**config.mk**
```make
export PLATFORM = sky130hd
export DESIGN_NAME = three_term_recurrence_checksum
export DESIGN_NICKNAME = d
export VERILOG_FILES = /design/src/rtl/ttrc_pkg.sv /design/src/rtl/ttrc_mod.sv /design/src/rtl/ttrc_step.sv /design/src/rtl/three_term_recurrence_checksum.sv
export VERILOG_INCLUDE_DIRS = /design/src /design/src/rtl
export SDC_FILE = /design/constraint.sdc
export NUM_CORES = 1
export LEC_CHECK = 0
export ABC_AREA = 1
export BUFFER_PORTS_ARGS = -buffer_cell sky130_fd_sc_hd__buf_2
export CAP_MARGIN = 0
export CORE_ASPECT_RATIO = 2
export CORE_MARGIN = 2
export CORE_UTILIZATION = 25
export DETAILED_ROUTE_END_ITERATION = 8
export GPL_TIMING_DRIVEN = 0
export PLACE_DENSITY = 0.5
export SLEW_MARGIN = 20
export SYNTH_ARGS = -nofsm -noshare
export SYNTH_HDL_FRONTEND = slang
export SYNTH_SLANG_ARGS = --single-unit
```
**constraint.sdc**
```tcl
create_clock -name clk_i -period 14.57 [get_ports clk_i]
set_input_delay 1.457 -clock clk_i [delete_from_list [all_inputs] [get_ports clk_i]]
set_output_delay 1.457 -clock clk_i [all_outputs]
set_load 0.03 [all_outputs]
```
**src/rtl/three_term_recurrence_checksum_defines.svh**
```systemverilog
`ifndef THREE_TERM_RECURRENCE_CHECKSUM_DEFINES_SVH
`define THREE_TERM_RECURRENCE_CHECKSUM_DEFINES_SVH

// Same-cycle implication, checked on clk_i outside reset
`define TTRC_ASSERT_NOW(label, ante, cons) \
  label: assert property (@(posedge clk_i) disable iff (!rst_ni) (ante) |-> (cons)) \
    else $error("ttrc check failed");

// Next-cycle implication, checked on clk_i outside reset
`define TTRC_ASSERT_NEXT(label, ante, cons) \
  label: assert property (@(posedge clk_i) disable iff (!rst_ni) (ante) |=> (cons)) \
    else $error("ttrc check failed");

`endif

```
**src/rtl/ttrc_pkg.sv**
```systemverilog
`timescale 1ns / 1ps
`default_nettype none

package ttrc_pkg;

  localparam int unsigned TermW = 16;
  localparam int unsigned CoefW = 8;
  localparam int unsigned SumW  = 26;

  localparam logic [TermW-1:0] FirstOffset = 16'd7;
  localparam logic [TermW-1:0] TermReset   = 16'd1;
  localparam logic [CoefW-1:0] AlphaStep   = 8'd17;
  localparam logic [CoefW-1:0] BetaStep    = 8'd31;
  localparam logic [TermW-1:0] Modulus     = 16'hFFFF;
  // 256 * 65535: keeps the biased difference non-negative, same residue
  localparam logic [SumW-1:0]  SumBias     = 26'(256 * 65535);

  typedef struct packed {
    logic             in_msg;
    logic [CoefW-1:0] alpha;   // 17*i mod 256
    logic [CoefW-1:0] beta;    // 31*i mod 256
    logic [TermW-1:0] prev;
    logic [TermW-1:0] cur;
  } ttrc_state_t;

  localparam ttrc_state_t StateReset = '{
    in_msg: 1'b0,
    alpha:  '0,
    beta:   '0,
    prev:   TermReset,
    cur:    TermReset
  };

endpackage

`default_nettype wire

```
**src/rtl/ttrc_mod.sv**
```systemverilog
`timescale 1ns / 1ps
`default_nettype none

// Residue of a non-negative sum modulo 2^16 - 1 by end-around folding
module ttrc_mod import ttrc_pkg::*; (
  input  wire logic [SumW-1:0]  sum_i,
  output logic      [TermW-1:0] res_o
);

  logic [TermW:0] fold1;
  logic [TermW:0] fold2;

  always_comb begin
    fold1 = 17'(sum_i[SumW-1:TermW]) + {1'b0, sum_i[TermW-1:0]};
    // carry out of fold1 only occurs with a small low half, so fold2 fits 16 bits
    fold2 = {1'b0, fold1[TermW-1:0]} + 17'(fold1[TermW]);
    if (fold2 >= {1'b0, Modulus}) begin
      res_o = TermW'(fold2 - {1'b0, Modulus});
    end else begin
      res_o = fold2[TermW-1:0];
    end
  end

endmodule

`default_nettype wire

```
**src/rtl/ttrc_step.sv**
```systemverilog
`timescale 1ns / 1ps
`default_nettype none

// One recurrence step: next state from the current state and a message byte
module ttrc_step import ttrc_pkg::*; (
  input  wire  ttrc_state_t state_i,
  input  wire  logic [7:0]  data_byte_i,
  output ttrc_state_t       state_o
);

  logic [8:0]      factor;
  logic [24:0]     plus;
  logic [23:0]     minus;
  logic            neg;
  logic [SumW-1:0] biased;
  logic [TermW-1:0] next_term;

  always_comb begin
    factor = {1'b0, data_byte_i} + {1'b0, state_i.alpha};
    plus   = 25'(factor) * 25'(state_i.cur);
    minus  = 24'(state_i.beta) * 24'(state_i.prev);
    neg    = plus < 25'(minus);
    // 64-bit wrap of a negative difference adds one modulo 2^16 - 1
    biased = 26'(plus) - 26'(minus) + SumBias + 26'(neg);
  end

  ttrc_mod u_mod (
    .sum_i (biased),
    .res_o (next_term)
  );

  always_comb begin
    if (!state_i.in_msg) begin
      state_o.in_msg = 1'b1;
      state_o.alpha  = AlphaStep;
      state_o.beta   = BetaStep;
      state_o.prev   = TermReset;
      state_o.cur    = 16'(data_byte_i) + FirstOffset;
    end else begin
      state_o.in_msg = 1'b1;
      state_o.alpha  = state_i.alpha + AlphaStep;
      state_o.beta   = state_i.beta + BetaStep;
      state_o.prev   = state_i.cur;
      state_o.cur    = next_term;
    end
  end

endmodule

`default_nettype wire

```
**src/rtl/three_term_recurrence_checksum.sv**
```systemverilog
// Channel | Direction | Handshake                 | Payload
// in      | input     | in_valid_i / in_stall_o   | data_byte_i[7:0], last_i
// out     | output    | out_valid_o / out_stall_i | checksum_o[15:0]
//
// One byte per cycle unless stalled; the recurrence state updates at the edge a byte is taken.
// The cycle time is set by the two term multipliers and the mod 65535 fold.
// A checksum appears in the cycle after its last byte is taken, held in the output register.
// Reset puts the recurrence back at the start of a message; no result pending.
// A waiting checksum stalls only a byte marked last; other bytes keep flowing.
`timescale 1ns / 1ps
`default_nettype none

`include "three_term_recurrence_checksum_defines.svh"

module three_term_recurrence_checksum import ttrc_pkg::*; (
  input  wire logic        clk_i,
  input  wire logic        rst_ni,
  input  wire logic        in_valid_i,
  output logic             in_stall_o,
  input  wire logic [7:0]  data_byte_i,
  input  wire logic        last_i,
  output logic             out_valid_o,
  input  wire logic        out_stall_i,
  output logic      [15:0] checksum_o
);

  ttrc_state_t state_q;
  ttrc_state_t state_d;
  ttrc_state_t step_state;
  logic        out_valid_q;
  logic [15:0] checksum_q;
  logic        in_acc;

  ttrc_step u_step (
    .state_i     (state_q),
    .data_byte_i (data_byte_i),
    .state_o     (step_state)
  );

  assign in_stall_o = out_valid_q & out_stall_i & last_i;
  assign in_acc     = in_valid_i & ~in_stall_o;

  always_comb begin
    state_d = state_q;
    if (in_acc) begin
      state_d = last_i ? StateReset : step_state;
    end
  end

  always_ff @(posedge clk_i or negedge rst_ni) begin
    if (!rst_ni) begin
      state_q     <= StateReset;
      out_valid_q <= 1'b0;
    end else begin
      state_q <= state_d;
      if (in_acc && last_i) begin
        out_valid_q <= 1'b1;
      end else if (!out_stall_i) begin
        out_valid_q <= 1'b0;
      end
    end
  end

  always_ff @(posedge clk_i) begin
    if (in_acc && last_i) begin
      checksum_q <= step_state.cur;
    end
  end

  assign out_valid_o = out_valid_q;
  assign checksum_o  = checksum_q;

  `TTRC_ASSERT_NEXT(a_last_gives_word, in_acc && last_i, out_valid_o && !state_q.in_msg)
  `TTRC_ASSERT_NOW(a_checksum_range, out_valid_o, checksum_o != Modulus)
  `TTRC_ASSERT_NOW(a_coef_track, state_q.in_msg,
                   8'(state_q.alpha * BetaStep) == 8'(state_q.beta * AlphaStep))
  `TTRC_ASSERT_NOW(a_idle_terms, !state_q.in_msg,
                   state_q.prev == TermReset && state_q.cur == TermReset)
  `TTRC_ASSERT_NEXT(a_word_held, out_valid_o && out_stall_i, out_valid_o && $stable(checksum_o))

endmodule

`default_nettype wire

```
==> summary.md, run 1 <==
| Metric | Value |
|---|---|
| Per-cell via count in the routed design | 4.33 |
| Initial drt markers | 620 |
| Largest net degree at the start of global routing | 51 |
| Synth Area in Compound Gates | 7.06% |
| Area of the mapped netlist | 0.0148 mm^2 |
| Standard cell with the maximum stage delay on the critical path | fa_1 |
| Net count after synthesis | 2373 |
| Dominant combinational cell family by area after synthesis | adder cells |
| Outcome | finished clean |
| Final max-slew violation count | 0 |
| Fmax | 73.2 MHz |
| Final core occ | 28.1% |
| Critical path start-end classification | input pin to flop |
| Endpoints failing hold | 0 |
| Clock tree from TritonCTS | done |
| Height of the die | 348 um |
| Storage cell area | 0.00173 mm^2 |
| Most Frequent Cell on Critical Path | nand2_1 |
| First-pass GRT wire length | 65.2 mm |
| Setup-failing EPs final | 0 |
| Antenna diode instance count | 0 |
| Worst max-slew margin expressed relative to the limit | 50.1% |
| Max Cap Viol | 0 |
| Net total in the final layout | 2422 |
| Share of layout cells above drive strength 1 | 8.11% |
| Total iterations of the first detailed-routing run | 5 |
| Final antenna-violating net count | 0 |
| Worst R2R Start | state_q[34] |
| Pre-CTS worst setup slack | -0.765 ns |
| CP Data Arrival Time | 13.75 ns |
| Worst-Margin Slew | 0.748 ns |
| Synth Area in Simple Gates | 21.8% |
| Post-synthesis sequential area ratio | 11.8% |
| Non-filler instance count after layout | 2814 |
| Routed length per instance | 14.5 um |
| Synth async-reset ratio | 75.8% |
| Syn Inst Count | 1992 |
| GRT overflow | 0 |
| Number of clock buffers inserted by TritonCTS | 9 |
| #FFs+latches synth | 66 |
| Gp weighted congestion | 0.869 |
| Leading cell types in the layout, fill and taps excluded | 481 x inv_1, 468 x nand2_1, 186 x fa_1 |
| Hold Path Stages | 2 |
| Most common library cell in the layout ignoring fill and taps | inv_1 |
| Logic depth of the worst register-to-register path | 76 |
| Maximum clock path buffer count | 2 |
| Initial antenna violation count | 0 |
| Critical path data required time | 14.66 ns |
| Leading register cell type out of synthesis | dfrtp_1 |
| Number of fill cells in the layout | 6494 |
| Final Worst Setup Slack | 0.911 ns |
| Core footprint | 0.0586 mm^2 |
| Sink Count | 66 |
| Largest fanout on the critical path | 10 |
| Die area | 0.0611 mm^2 |
| Number of input and output port buffers inserted | 30 |
| Mean cell area of the mapped netlist | 7.40 um^2 |
| Flop2flop setup slack | 1.46 ns |
| Hold-fix buffers at CTS | 0 |
| Final HPWL DP | 34.6 mm |
| Minimum clock period | 13.66 ns |
| DRC violations left | 0 |
| Combined area of the multi-input logic cells | 0.0112 mm^2 |
| Final worst path period share | 93.7% |
| Crit-path max cell delay | 0.55 ns |
| Via count | 12190 |
| Effective utilization at floorplan | 25.2% |
| Total placed cells including tap cells | 2790 |
| Clock network latency to the later pin of the worst-skew pair | 0.34 ns |
| Clk pin slew, worst setup/hold paths | 0.06 ns |
| Worst-case hold slack | 0.514 ns |
| Worst clock skew on the final layout | 0.00996 ns |
| Count of distinct cell types in the synthesized netlist | 49 |
| Adder and majority cell fraction of the synthesized area | 40.9% |
| Synth-to-layout area growth | 11.6% |
| Startpoint type of the worst setup path | input pin |
| Category of cells accounting for the largest share of critical-path delay | simple AND/OR/NAND/NOR gates |
| Hold wc startpoint | out_valid_o |
| Number of buffers and inverters on the critical path | 10 |
| Routed WL | 40.8 mm |
| XOR/XNOR Fraction of Synth Area | 4.68% |
| Chip Width | 176 um |
| Endpoint class of the critical path | flop |
| Total track usage | 13.6% |
| Count of flip-flops with a built-in enable after synthesis | 16 |
| IO Count | 31 |
| Vias in the first global route | 12080 |
| CTS Root Buffer Type | clkbuf_16 |
| Class of the worst hold path | flop to flop |
| Mux share of post-synthesis cell area | 0% |
| Synthesis warning total | 0 |
| Endpoint of the worst-slack reg-to-reg timing path | checksum_o[2] |
| Std-Cell Rows | 126 |
| Destination of the worst hold path | out_valid_o |
| # H-tree levels | 3 |
[logic make-up (layout without fill, tap and decap cells)]
family	count (synthesis)	in the layout
and+or+nand+nor	753	753
buffers and inverters	541	595
adders and majority gates	368	368
AOI/OAI and AO/OA	186	186
xor gates and xnor gates	78	78
DFF	66	66
[what timing repair did]
item | in CTS | in global routing
pin swaps | 0 | 13
endpoints found under the setup margin | 32 | 32
buffers inserted | 0 | 9
resized for setup | 10 | 67
[area by class of cell]
| cell class | instances | area share (%) |
|---|---|---|
| sequential | 66 | 10.5 |
| inverter | 487 | 11.1 |
| timing repair buffer | 39 | 1.34 |
| clock buffer | 12 | 1.50 |
| buffer | 53 | 1.47 |
| clock inverter | 4 | 0.312 |
| multi-input combinational | 1385 | 67.9 |
| tap | 768 | 5.84 |
[per-layer routing]
layer	global-route usage, %	up-vias	share of wire [%]
met1	18.9	5871	46
li1	-	6088	-
met4	2.36	0	1.5
met3	1.56	30	4.2
met2	22.8	201	48
met5	0	-	0
[worst min-delay path, stage by stage (launching register included)]
cell     delay, ns
dfrtp_1       0.34
nand2_1       0.08
nand2_1       0.06
[worst max-delay path by stage]
stage	from	end	slack, ns	cells after the start
CTS	data_byte_i[0]	checksum_o[2]	0.06	85
finish	data_byte_i[0]	checksum_o[2]	0.91	80
global route	data_byte_i[0]	checksum_o[2]	-0.03	82
floorplan	data_byte_i[2]	checksum_o[2]	1.52	88
global placement	data_byte_i[0]	checksum_o[2]	-0.76	85
detailed placement	data_byte_i[0]	checksum_o[2]	-0.76	81
[cell usage after synthesis, types with 2 or more instances]
cell type | n | area share (%)
fa_1 | 190 | 26
xnor2_1 | 23 | 1.4
dfrtp_1 | 48 | 8.1
a21boi_0 | 5 | 0.25
nand3_2 | 14 | 0.95
o21bai_1 | 9 | 0.46
o21ai_1 | 8 | 0.27
and2_1 | 4 | 0.17
nand3b_1 | 4 | 0.20
inv_1 | 482 | 12
dfstp_2 | 2 | 0.36
nor2_2 | 14 | 0.59
xor2_1 | 54 | 3.2
nor2_4 | 3 | 0.23
nand4_1 | 13 | 0.55
inv_2 | 4 | 0.10
nand2_4 | 3 | 0.23
or2_2 | 7 | 0.30
buf_4 | 2 | 0.10
clkbuf_1 | 47 | 1.2
a31oi_1 | 3 | 0.13
a21oi_2 | 3 | 0.18
nand2_2 | 10 | 0.42
and3_1 | 2 | 0.085
o22ai_1 | 11 | 0.47
nor3_1 | 10 | 0.34
nand3_1 | 64 | 2.2
ha_1 | 178 | 15
buf_2 | 2 | 0.068
buf_1 | 3 | 0.076
nand2_1 | 473 | 12
o21ai_0 | 49 | 1.7
a21oi_1 | 84 | 2.9
edfxtp_1 | 16 | 3.3
o21ai_2 | 5 | 0.30
nor2_1 | 129 | 3.3
a21boi_1 | 2 | 0.10
[state kept, by name (all words and copies together), names as in the netlist]
| name | cells |
|---|---|
| state_q | 49 |
| out_valid_o | 1 |
| checksum_o | 16 |
[through the flow]
step	area [um^2]	setup TNS, ns
3_5_place_dp	15900	-20.44
6_report	16500	0
2_1_floorplan	14800	0
3_3_place_gp	15900	-19.74
5_1_grt	16500	-0.0551
4_1_cts	16200	0
Power of run 1 is not shown: default switching activity piles up to over one toggle a cycle in this logic, so the estimate is an artifact.
==> run 2, diff against run 1 <==
CORE_UTILIZATION = 66   (was 25)
PLACE_DENSITY = 0.94   (was 0.5)
==> run 2 against run 1 <==
Final cell count down 17%. Setup slack got worse by 0.26 ns. Worst hold slack got worse by 0.0029 ns. First-iteration DRC count is 78% higher. Flip-flop and latch count is the same. Critical path depth increased by 8.
==> summary.md, run 2 (synthesis results as in run 1) <==
| Metric | Value |
|---|---|
| Routed WL | 44.8 mm |
| Routed length per instance | 19.3 um |
| Number of clock buffers inserted by TritonCTS | 9 |
| Total track usage | 38.8% |
| Minimum clock period | 13.92 ns |
| Chip Width | 110 um |
| Critical path data required time | 14.66 ns |
| Max Cap Viol | 0 |
| Core footprint | 0.0221 mm^2 |
| Outcome | finished clean |
| Vias in the first global route | 14477 |
| Final core occ | 72.2% |
| Worst clock skew on the final layout | 0.00934 ns |
| IO Count | 31 |
| Fmax | 71.9 MHz |
| Clk pin slew, worst setup/hold paths | 0.06 ns |
| Critical path start-end classification | input pin to flop |
| Share of layout cells above drive strength 1 | 8.70% |
| Most common library cell in the layout ignoring fill and taps | inv_1 |
| Sink Count | 66 |
| Final HPWL DP | 36.3 mm |
| Worst-Margin Slew | 0.811 ns |
| Worst max-slew margin expressed relative to the limit | 45.9% |
| Std-Cell Rows | 77 |
| Total iterations of the first detailed-routing run | 5 |
| DRC violations left | 0 |
| Hold Path Stages | 2 |
| Final max-slew violation count | 0 |
| # H-tree levels | 3 |
| Initial antenna violation count | 0 |
| First-pass GRT wire length | 69.7 mm |
| Via count | 13632 |
| Clock network latency to the later pin of the worst-skew pair | 0.34 ns |
| Endpoint class of the critical path | flop |
| Crit-path max cell delay | 0.56 ns |
| Startpoint type of the worst setup path | input pin |
| Pre-CTS worst setup slack | -0.848 ns |
| Logic depth of the worst register-to-register path | 79 |
| Standard cell with the maximum stage delay on the critical path | fa_1 |
| Maximum clock path buffer count | 2 |
| Initial drt markers | 1101 |
| Net total in the final layout | 2423 |
| Class of the worst hold path | flop to flop |
| Synth-to-layout area growth | 8.06% |
| Largest net degree at the start of global routing | 51 |
| Number of input and output port buffers inserted | 30 |
| Gp weighted congestion | 1.07 |
| Final Worst Setup Slack | 0.653 ns |
| Largest fanout on the critical path | 10 |
| CP Data Arrival Time | 14.01 ns |
| Setup-failing EPs final | 0 |
| Endpoints failing hold | 0 |
| Most Frequent Cell on Critical Path | nand2_1 |
| Clock tree from TritonCTS | done |
| Per-cell via count in the routed design | 5.87 |
| Height of the die | 215 um |
| Antenna diode instance count | 0 |
| Worst-case hold slack | 0.511 ns |
| Leading cell types in the layout, fill and taps excluded | 479 x inv_1, 466 x nand2_1, 188 x fa_1 |
| Final worst path period share | 95.5% |
| Max FFs per register | 49 |
| Largest register by flop count | state_q |
| Die area | 0.0236 mm^2 |
| GRT overflow | 0 |
| CTS Root Buffer Type | clkbuf_16 |
| Effective utilization at floorplan | 66.9% |
| Final antenna-violating net count | 0 |
-- run 2: cell types whose count changed in the layout (fill, tap and decap cells not counted), sizes merged --
cell	before	now
buf	49	50
inv	486	488
clkinv	3	4
clkbuf	55	53
clkinvlp	1	0
-- run 2: per-layer routing --
metal  up-vias  share of wire (%)  GRT usage (%)
li1       6082                  -              -
met1      6441                 30           37.1
met3       327                6.6           6.83
met2       782                 51           67.6
met5         -                  0              0
met4         0                 12           35.4
-- run 2: final timing paths --
path                           startpoint             to  slack, ns
min                           out_valid_o    out_valid_o       0.51
min reg2reg                   out_valid_o    out_valid_o       0.51
max in group asynchronous          rst_ni     state_q[1]      12.98
max                        data_byte_i[2]  checksum_o[2]       0.65
max reg2reg                   state_q[35]  checksum_o[2]       1.26
min in group asynchronous          rst_ni    state_q[25]       1.14
-- run 2: metrics by stage --
stage / setup TNS (ns) / std cells / area, um^2
after floorplan: 0 / 1992 / 14800
after global placement: -7.74 / 2298 / 15200
after detailed placement: -20.46 / 2298 / 15200
after CTS: 0 / 2314 / 15600
after global routing: -0.813 / 2323 / 15900
final: 0 / 2323 / 15900
-- run 2: what timing repair did --
action,CTS,global route
endpoints found under the setup margin,32,32
pin swaps,0,15
hold buffers,0,0
setup buffers,0,10
resized for setup,10,77
hold endpoints to repair,0,0
-- run 2: cell type report --
| type | instances | area, um^2 |
|---|---|---|
| fillers | 1556 | 6120 |
| repair buffers | 40 | 228 |
| clock buffers | 10 | 250 |
| multi-input cells | 1385 | 11200 |
| flip-flops and latches | 66 | 1730 |
| plain buffers | 53 | 244 |
| well taps | 276 | 345 |
| clock inverters | 6 | 70.1 |
| inverters | 487 | 1830 |
-- run 2: critical path, delay by kind of cell --
family	cells	cell delay [ns]
simple gates	56	5.72
fa+ha+maj	12	4.14
compound gates	10	1.42
buf+inv	8	0.88
xor+xnor	2	0.36
Power of run 2 is left out for the same reason.
